### config.mk
export PLATFORM = sky130hd
export DESIGN_NAME = integer_to_radix_digits
export DESIGN_NICKNAME = d
export VERILOG_FILES = /design/src/hdl/itrd_pkg.sv /design/src/hdl/integer_to_radix_digits.sv /design/src/hdl/itrd_cell.sv /design/src/hdl/itrd_row.sv
export SDC_FILE = /design/constraint.sdc
export NUM_CORES = 2
export LEC_CHECK = 0
export BUFFER_PORTS_ARGS = -buffer_cell sky130_fd_sc_hd__buf_2
export CELL_PAD_IN_SITES_DETAIL_PLACEMENT = 0
export CELL_PAD_IN_SITES_GLOBAL_PLACEMENT = 1
export CORE_ASPECT_RATIO = 0.6
export CORE_UTILIZATION = 54
export CTS_CLUSTER_SIZE = 25
export DETAILED_ROUTE_END_ITERATION = 10
export PLACE_DENSITY = 0.95
export SYNTH_ARGS = -nofsm -noshare
export SYNTH_HDL_FRONTEND = slang
export SYNTH_SLANG_ARGS = --single-unit
### constraint.sdc
create_clock -name clk -period 17.7 [get_ports clk]
set_input_delay 1.77 -clock clk [delete_from_list [all_inputs] [get_ports clk]]
set_output_delay 1.77 -clock clk [all_outputs]
set_load 0.05 [all_outputs]
### src/hdl/itrd_pkg.sv
`default_nettype none
// ----------------------------------------------------------------------------
// itrd_pkg
// Shared widths, link and control types and the digit character map for the
// integer to radix digits converter.
// ----------------------------------------------------------------------------
package itrd_pkg;

    localparam int VALUE_W        = 64;
    localparam int BASE_W         = 5;
    localparam int DIGIT_W        = 4;
    localparam int CHAR_W         = 7;
    localparam int IN_DATA_W      = 72;
    localparam int OUT_DATA_W     = 8;
    localparam int MAX_DIGITS_DEF = 64;

    localparam logic [BASE_W-1:0] BASE_MIN = BASE_W'(2);
    localparam logic [BASE_W-1:0] BASE_MAX = BASE_W'(16);

    // data handed from one cell to the next
    typedef struct packed {
        logic               carry;
        logic               valid;
        logic [DIGIT_W-1:0] digit;
    } itrd_link_t;

    // broadcast control for the whole row
    typedef struct packed {
        logic              clear;
        logic              shift;
        logic [BASE_W-1:0] base;
    } itrd_ctrl_t;

    // maps a digit value to lower-case ascii "0123456789abcdef"
    function automatic logic [CHAR_W-1:0] digit_char(input logic [DIGIT_W-1:0] d);
        logic [CHAR_W-1:0] c;
        if (d < DIGIT_W'(10))
        begin
            c = CHAR_W'(48) + CHAR_W'(d);
        end
        else
        begin
            c = CHAR_W'(87) + CHAR_W'(d);
        end
        return c;
    endfunction

endpackage

`default_nettype wire

### src/hdl/integer_to_radix_digits.sv
`default_nettype none
// ----------------------------------------------------------------------------
// integer_to_radix_digits
// Converts a 64-bit unsigned or signed value to base 2..16 ascii digits.
// ----------------------------------------------------------------------------
// An item passes through these steps: the block accepts it, the operand bits
// enter the cell row most significant bit first until the last carry
// wavefront reaches the top cell, then the row shifts toward the output once
// per leading zero position skipped, and after a step to leave the skip phase
// it shifts once per digit sent while the output register is free. The row
// length and the carry ripple of one cell per cycle set the conversion time.
// Digits leave most significant first, at least one digit, tlast on the final
// one; signed inputs give the digits of the magnitude with no sign. A new
// transaction is taken once the last digit sits in the output register.
// ----------------------------------------------------------------------------
module integer_to_radix_digits #(
    parameter int MAX_DIGITS = itrd_pkg::MAX_DIGITS_DEF
)
(
    input  wire logic                             clk,
    input  wire logic                             rst_n,
    input  wire logic                             s_axis_tvalid,
    output logic                                  s_axis_tready,
    // value [63:0], base [68:64], zero pad [71:69]
    input  wire logic [itrd_pkg::IN_DATA_W-1:0]   s_axis_tdata,
    // kind [0]
    input  wire logic [0:0]                       s_axis_tuser,
    output logic                                  m_axis_tvalid,
    input  wire logic                             m_axis_tready,
    // digit_char [6:0], zero pad [7]
    output logic [itrd_pkg::OUT_DATA_W-1:0]       m_axis_tdata,
    output logic                                  m_axis_tlast
);
    import itrd_pkg::*;

    localparam int CONV_END = VALUE_W - 1 + MAX_DIGITS;
    localparam int CNT_W    = $clog2(CONV_END + 1);
    localparam int REM_W    = $clog2(MAX_DIGITS + 1);

    localparam logic [CNT_W-1:0] CNT_LAST = CNT_W'(CONV_END);
    localparam logic [CNT_W-1:0] FEED_LEN = CNT_W'(VALUE_W);
    localparam logic [REM_W-1:0] REM_FULL = REM_W'(MAX_DIGITS);
    localparam logic [REM_W-1:0] REM_ONE  = REM_W'(1);

    typedef enum logic [1:0]
    {
        ST_IDLE,
        ST_CONV,
        ST_SKIP,
        ST_EMIT
    } state_t;

    state_t              state_reg,  state_next;
    logic [CNT_W-1:0]    cnt_reg,    cnt_next;
    logic [REM_W-1:0]    rem_reg,    rem_next;
    logic [VALUE_W-1:0]  val_reg,    val_next;
    logic [BASE_W-1:0]   base_reg,   base_next;
    logic                ovf_reg,    ovf_next;
    logic                m_valid_reg, m_valid_next;
    logic [CHAR_W-1:0]   m_char_reg,  m_char_next;
    logic                m_last_reg,  m_last_next;

    logic [VALUE_W-1:0]  in_value;
    logic [BASE_W-1:0]   in_base;
    logic                in_kind;
    logic [VALUE_W-1:0]  magnitude;
    logic [BASE_W-1:0]   base_clamped;
    logic                accept;
    logic                out_free;
    logic                skip_shift;
    logic                emit_load;

    itrd_ctrl_t          row_ctrl;
    itrd_link_t          row_in;
    itrd_link_t          row_top;

    assign in_value = s_axis_tdata[VALUE_W-1:0];
    assign in_base  = s_axis_tdata[VALUE_W+BASE_W-1:VALUE_W];
    assign in_kind  = s_axis_tuser[0];

    assign accept   = s_axis_tvalid & s_axis_tready;
    assign out_free = ~m_valid_reg | m_axis_tready;

    // the most negative value negates to itself, which reads as 2^63 unsigned
    assign magnitude = (in_kind & in_value[VALUE_W-1]) ? (~in_value + VALUE_W'(1))
                                                       : in_value;

    always_comb
    begin
        if (in_base < BASE_MIN)
        begin
            base_clamped = BASE_MIN;
        end
        else if (in_base > BASE_MAX)
        begin
            base_clamped = BASE_MAX;
        end
        else
        begin
            base_clamped = in_base;
        end
    end

    // leading zeros are dropped, keeping at least one digit, unless the value overflowed the row
    assign skip_shift = (state_reg == ST_SKIP) && (row_top.digit == '0) && !ovf_reg
                        && (rem_reg > REM_ONE);
    assign emit_load  = (state_reg == ST_EMIT) && out_free;

    assign row_ctrl.clear = accept;
    assign row_ctrl.shift = skip_shift | emit_load;
    assign row_ctrl.base  = base_reg;

    assign row_in.carry = val_reg[VALUE_W-1];
    assign row_in.valid = (state_reg == ST_CONV) && (cnt_reg < FEED_LEN);
    assign row_in.digit = '0;

    itrd_row #(
        .MAX_DIGITS (MAX_DIGITS)
    ) u_row
    (
        .clk      (clk),
        .rst_n    (rst_n),
        .ctrl     (row_ctrl),
        .link_in  (row_in),
        .link_out (row_top)
    );

    always_comb
    begin
        state_next   = state_reg;
        cnt_next     = cnt_reg;
        rem_next     = rem_reg;
        val_next     = val_reg;
        base_next    = base_reg;
        ovf_next     = ovf_reg;
        m_valid_next = m_valid_reg & ~m_axis_tready;
        m_char_next  = m_char_reg;
        m_last_next  = m_last_reg;

        case (state_reg)
            ST_IDLE:
            begin
                if (accept)
                begin
                    val_next   = magnitude;
                    base_next  = base_clamped;
                    cnt_next   = '0;
                    rem_next   = REM_FULL;
                    ovf_next   = 1'b0;
                    state_next = ST_CONV;
                end
            end
            ST_CONV:
            begin
                val_next = {val_reg[VALUE_W-2:0], 1'b0};
                ovf_next = ovf_reg | (row_top.valid & row_top.carry);
                cnt_next = cnt_reg + CNT_W'(1);
                if (cnt_reg == CNT_LAST)
                begin
                    state_next = ST_SKIP;
                end
            end
            ST_SKIP:
            begin
                if (skip_shift)
                begin
                    rem_next = rem_reg - REM_ONE;
                end
                else
                begin
                    state_next = ST_EMIT;
                end
            end
            ST_EMIT:
            begin
                if (emit_load)
                begin
                    m_valid_next = 1'b1;
                    m_char_next  = digit_char(row_top.digit);
                    m_last_next  = (rem_reg == REM_ONE);
                    rem_next     = rem_reg - REM_ONE;
                    if (rem_reg == REM_ONE)
                    begin
                        state_next = ST_IDLE;
                    end
                end
            end
            default:
            begin
                state_next = ST_IDLE;
            end
        endcase
    end

    always_ff @(posedge clk or negedge rst_n)
    begin
        if (!rst_n)
        begin
            state_reg   <= ST_IDLE;
            cnt_reg     <= '0;
            rem_reg     <= '0;
            ovf_reg     <= 1'b0;
            m_valid_reg <= 1'b0;
        end
        else
        begin
            state_reg   <= state_next;
            cnt_reg     <= cnt_next;
            rem_reg     <= rem_next;
            ovf_reg     <= ovf_next;
            m_valid_reg <= m_valid_next;
        end
    end

    always_ff @(posedge clk)
    begin
        val_reg    <= val_next;
        base_reg   <= base_next;
        m_char_reg <= m_char_next;
        m_last_reg <= m_last_next;
    end

    assign s_axis_tready = (state_reg == ST_IDLE);
    assign m_axis_tvalid = m_valid_reg;
    assign m_axis_tdata  = {{(OUT_DATA_W-CHAR_W){1'b0}}, m_char_reg};
    assign m_axis_tlast  = m_last_reg;

`ifndef SYNTHESIS
    // the digit counter never runs dry while digits are still owed
    a_rem_nonzero: assert property (@(posedge clk) disable iff (!rst_n)
        (state_reg == ST_SKIP || state_reg == ST_EMIT) |-> (rem_reg != '0))
        else $error("digit counter empty during output");

    // every digit sent is a lower-case hex character
    a_char_legal: assert property (@(posedge clk) disable iff (!rst_n)
        m_axis_tvalid |-> ((m_axis_tdata[6:0] >= 7'd48 && m_axis_tdata[6:0] <= 7'd57)
                        || (m_axis_tdata[6:0] >= 7'd97 && m_axis_tdata[6:0] <= 7'd102)))
        else $error("illegal digit character");

    // loading the final digit returns the block to idle
    a_last_to_idle: assert property (@(posedge clk) disable iff (!rst_n)
        (emit_load && rem_reg == REM_ONE) |=> (state_reg == ST_IDLE && m_axis_tlast))
        else $error("final digit did not end the item");

    // a new transaction starts with a clean overflow mark and a full counter
    a_accept_init: assert property (@(posedge clk) disable iff (!rst_n)
        accept |=> (!ovf_reg && rem_reg == REM_FULL && state_reg == ST_CONV))
        else $error("item start not initialized");
`endif

endmodule

`default_nettype wire

### src/hdl/itrd_cell.sv
`default_nettype none
// ----------------------------------------------------------------------------
// itrd_cell
// One digit position of the row: doubles its digit and adds the incoming
// carry modulo the base, or shifts in its neighbor's digit during output.
// ----------------------------------------------------------------------------
module itrd_cell
(
    input  wire logic                 clk,
    input  wire logic                 rst_n,
    input  wire itrd_pkg::itrd_ctrl_t ctrl,
    input  wire itrd_pkg::itrd_link_t link_in,
    output itrd_pkg::itrd_link_t      link_out
);
    import itrd_pkg::*;

    logic [DIGIT_W-1:0] digit_reg;
    logic               carry_reg;
    logic               valid_reg;

    logic [DIGIT_W:0]   sum;
    logic [DIGIT_W:0]   diff;
    logic               ge;

    // 2*d + carry, compared against the base
    assign sum  = {digit_reg, link_in.carry};
    assign ge   = (sum >= ctrl.base);
    assign diff = sum - ctrl.base;

    always_ff @(posedge clk or negedge rst_n)
    begin
        if (!rst_n)
        begin
            carry_reg <= 1'b0;
            valid_reg <= 1'b0;
        end
        else if (ctrl.clear)
        begin
            carry_reg <= 1'b0;
            valid_reg <= 1'b0;
        end
        else
        begin
            valid_reg <= link_in.valid & ~ctrl.shift;
            carry_reg <= link_in.valid & ~ctrl.shift & ge;
        end
    end

    always_ff @(posedge clk)
    begin
        if (ctrl.clear)
        begin
            digit_reg <= '0;
        end
        else if (ctrl.shift)
        begin
            digit_reg <= link_in.digit;
        end
        else if (link_in.valid)
        begin
            digit_reg <= ge ? diff[DIGIT_W-1:0] : sum[DIGIT_W-1:0];
        end
    end

    assign link_out.carry = carry_reg;
    assign link_out.valid = valid_reg;
    assign link_out.digit = digit_reg;

endmodule

`default_nettype wire

### src/hdl/itrd_row.sv
`default_nettype none
// ----------------------------------------------------------------------------
// itrd_row
// Chain of digit cells, least significant at the input end. Carries ripple
// one cell per cycle, so each operand bit travels up the row as a wavefront.
// ----------------------------------------------------------------------------
module itrd_row #(
    parameter int MAX_DIGITS = itrd_pkg::MAX_DIGITS_DEF
)
(
    input  wire logic                 clk,
    input  wire logic                 rst_n,
    input  wire itrd_pkg::itrd_ctrl_t ctrl,
    input  wire itrd_pkg::itrd_link_t link_in,
    output itrd_pkg::itrd_link_t      link_out
);
    import itrd_pkg::*;

    itrd_link_t links [MAX_DIGITS+1];

    assign links[0] = link_in;

    for (genvar i = 0; i < MAX_DIGITS; i++)
    begin : g_cell
        itrd_cell u_cell
        (
            .clk      (clk),
            .rst_n    (rst_n),
            .ctrl     (ctrl),
            .link_in  (links[i]),
            .link_out (links[i+1])
        );
    end

    assign link_out = links[MAX_DIGITS];

endmodule

`default_nettype wire
==> summary.md <==
| Metric | Value |
|---|---|
| Slowest stage delay, CP | `0.92 ns` |
| Max cap viols | `0` |
| Drt drc | `0` |
| Top cells by area, synth | `dfxtp_1 15%, ha_1 12%, dfrtp_1 11%, edfxtp_1 6.8%, mux2i_1 5.0%` |
| Post-Synthesis Cells | `3807` |
| Max VDD drop | `0.07546 mV` |
| Drt wl/cell | `17.78 microns` |
| Max FFs per register | `256` |
| Hold_buf cts | `0` |
| Pins Over Slew Limit | `0` |
| Chip height | `195.7 microns` |
| Share of post-route cells with drive strength above 1 | `6.986%` |
| Fillers | `5368` |
| Setup crit start kind | `primary input` |
| Metal2 WL | `33150 microns` |
| Top-area cell type share of the netlist area | `15.17%` |
| Setup CP Type | `in -> reg` |
| Synthesis warning total | `0` |
| WP buf/inv | `3` |
| DIE AREA | `63590 sq um` |
| Uppermost layer routed | `met4` |
| Final Setup Violations | `0` |
| Starting DRT DRC Count | `2198` |
| Slew @ Worst Pin | `1.117 ns` |
| Total number of vias | `27.89k` |
| H-tree Lvls | `2` |
| Clk_lat worst skew | `0.59 ns` |
| Initial antenna violation count | `0` |
| WL met3 | `4809 microns` |
| Starting Density | `55.02%` |
| CP endpoint kind | `flop` |
| Status | `completed` |
| Nets | `4257` |
| Worst-path maximum fanout | `203` |
| Num ports | `88` |
| P_leak | `16.01 nW` |
| CORE AREA | `61400 sq um` |
| Syn-to-layout area delta | `7.604%` |
| CP dominant cell by count | `nor2b_1` |
| Clock skew | `0.01701 ns` |
| GPL Wtd Cong | `0.8787` |
| Largest net degree at the start of global routing | `204` |
| Number of global-route vias before repair | `26.08k` |
| Register area share after synthesis | `32.83%` |
| Antenna Nets Post-Route | `0` |
| Synth unique cells | `63` |
| Slowest CP cell | `buf_4` |
| CTS tree | `built` |
| DRT met1 WL | `43830 microns` |
| Highest clock rate | `0.2091 GHz` |
| Ys async rst share | `30.48%` |
| Global-route wire length before repair | `137400 microns` |
| Final WL | `82660 microns` |
| Final hold vios | `0` |
| RSZ-0062 raised after global routing | `false` |
| Vias/cell | `5.998` |
| CTS resizes | `0` |
| TritonCTS Buffers | `47` |
| First-pass detailed-route iteration total | `5` |
| Clk sinks | `479` |
| Final Critical Period | `4.782 ns` |
| Commonest cells post-synth | `397 x nand2_1, 331 x ha_1, 312 x a21oi_1` |
| Clock transition at path regs | `0.07 ns` |
| Mapped Nets | `4279` |
| Crit path DAT | `5.26 ns` |
| Grt total ovfl | `0` |
| Post-Route Utilization | `59.21%` |
| Synth Register Bits | `479` |
| Slew headroom | `25.52%` |
| Crit-path cells | `buf_2 > nor2b_1 > nor2b_1 > o21bai_4 > buf_12 > buf_4 > a211oi_1 > a31o_2` |
| Row cnt | `70` |
| CTS root buf | `clkbuf_16` |
| Critical Path RT | `18.18 ns` |
| Port Buffer Count | `83` |
| Clk buf depth | `3` |
| Synth Cell Area | `33780 sq um` |
| GRT Overall Usage | `25.73%` |
| Yosys top cell by area | `dfxtp_1` |
| Most common cell in the synthesized netlist | `nand2_1` |
| Die W | `324.9 microns` |
| CP delay by family, top | `buffers and inverters` |
| Antenna cell count | `0` |
| Fin crit share | `27.02%` |
| Predominant post-synthesis flop cell | `dfxtp_1` |
| Number of synthesized flops with an enable pin | `77` |
| Post-CTS setup buffer count | `0` |
| DPL Wire Length | `52630 microns` |
| Pwr dens | `61.08 nW/um^2` |
| Setup TNS | `0 ns` |
| Type of the worst min-delay path | `reg -> reg` |
| Syn avg cell area | `8.873 sq um` |
## where the power goes
| group | total, W | internal (W) | switching, W |
|---|---|---|---|
| logic | 0.0000511 | 0.0000183 | 0.0000327 |
| clock network | 0.00106 | 0.000612 | 0.000450 |
| registers | 0.00111 | 0.00111 | 0 |
| total | 0.00222 | 0.00174 | 0.000483 |
## cells in the final DEF (no fill, tap or decap), types with 16 or more instances in the layout
cell	Yosys	routed
a211o_1	65	65
a211oi_1	63	63
a21o_1	33	33
a21oi_1	312	312
a221oi_1	32	32
a31o_2	43	43
a31oi_1	126	126
and2_1	68	68
and3_1	34	34
buf_2	27	82
buf_4	3	21
clkbuf_16	0	50
dfrtp_1	146	146
dfxtp_1	256	256
edfxtp_1	77	77
fa_1	64	64
ha_1	331	330
inv_1	272	267
mux2_2	17	17
mux2i_1	169	169
nand2_1	397	396
nand2b_1	85	85
nand3b_1	29	29
nor2_1	186	184
nor2b_1	58	58
nor3_1	39	39
o211ai_1	148	148
o21a_1	38	38
o21ai_0	206	206
o21ai_1	30	30
o221ai_1	16	16
xnor2_1	124	124
xor2_1	37	37
## path summary, 6_finish.rpt
check                      cells past startpoint                                              start  slack, ns                                           endpoint
setup / recovery                               8                                      m_axis_tready      12.92   u_row.g_cell[2].u_cell.digit_reg[3]$_SDFFE_PP0P_
hold / removal                                 2  u_row.g_cell[28].u_cell.digit_reg[3]$_SDFFE_PP0P_       0.48  u_row.g_cell[29].u_cell.digit_reg[3]$_SDFFE_PP0P_
setup reg to reg                               9                             rem_reg[3]$_DFFE_PN0P_      13.50  u_row.g_cell[28].u_cell.digit_reg[1]$_SDFFE_PP0P_
hold reg to reg                                2  u_row.g_cell[28].u_cell.digit_reg[3]$_SDFFE_PP0P_       0.48  u_row.g_cell[29].u_cell.digit_reg[3]$_SDFFE_PP0P_
max in group asynchronous                      2                                              rst_n      15.08        u_row.g_cell[38].u_cell.carry_reg$_DFF_PN0_
min in group asynchronous                      1                                              rst_n       1.28        u_row.g_cell[54].u_cell.carry_reg$_DFF_PN0_
## metrics by stage
step                      std cells  power (W)  instance area (sq um)  hold slack, ns  setup slack [ns]
after floorplan                3807   0.001152                  33780          0.4455             10.56
after global placement         4564   0.001181                  34760          0.4685             12.47
after detailed placement       4564   0.001181                  34760          0.4758             12.43
after CTS                      4650   0.002237                  36350          0.4862             13.04
after global routing           4650   0.002286                  36350          0.4935             12.72
final                          4650   0.002220                  36350          0.4828             12.92
## area by class of cell
| class | count | area [sq um] | area share [%] |
|---|---|---|---|
| Sequential cell | 479 | 11090 | 30.51 |
| Inverter | 274 | 1044 | 2.871 |
| Timing Repair Buffer | 105 | 601.8 | 1.656 |
| Multi-Input combinational cell | 2878 | 20990 | 57.75 |
| Tap cell | 828 | 1036 | 2.850 |
| Clock buffer | 71 | 1381 | 3.800 |
| Clock inverter | 15 | 203.9 | 0.5611 |
## worst register-to-register path: cells and delay by family, from the launching register on
family | cells | cell delay, ns
AOI/OAI and AO/OA | 2 | 0.47
DFF | 1 | 0.39
and+or+nand+nor | 4 | 1.13
buffers and inverters | 3 | 2.12
## kinds of logic after synthesis
kind of cell / count (synthesis) / synth area share [%]
adder cells (fa/ha/maj): 395 / 16.05
buffers and inverters: 450 / 5.133
AND/OR/NAND/NOR: 960 / 13.79
flip-flops: 479 / 32.83
AO/OA/AOI/OAI: 1174 / 22.42
other: 2 / 0.02223
multiplexers: 186 / 5.574
XOR/XNOR: 161 / 4.174
## routing by layer
| layer | GRT usage [%] | up-vias |
|---|---|---|
| li1 | - | 13730 |
| met5 | 0 | - |
| met1 | 41.16 | 13420 |
| met2 | 36.71 | 661 |
| met3 | 3.670 | 74 |
| met4 | 3.913 | 0 |
Note: power is estimated with default switching activity, not from simulation.
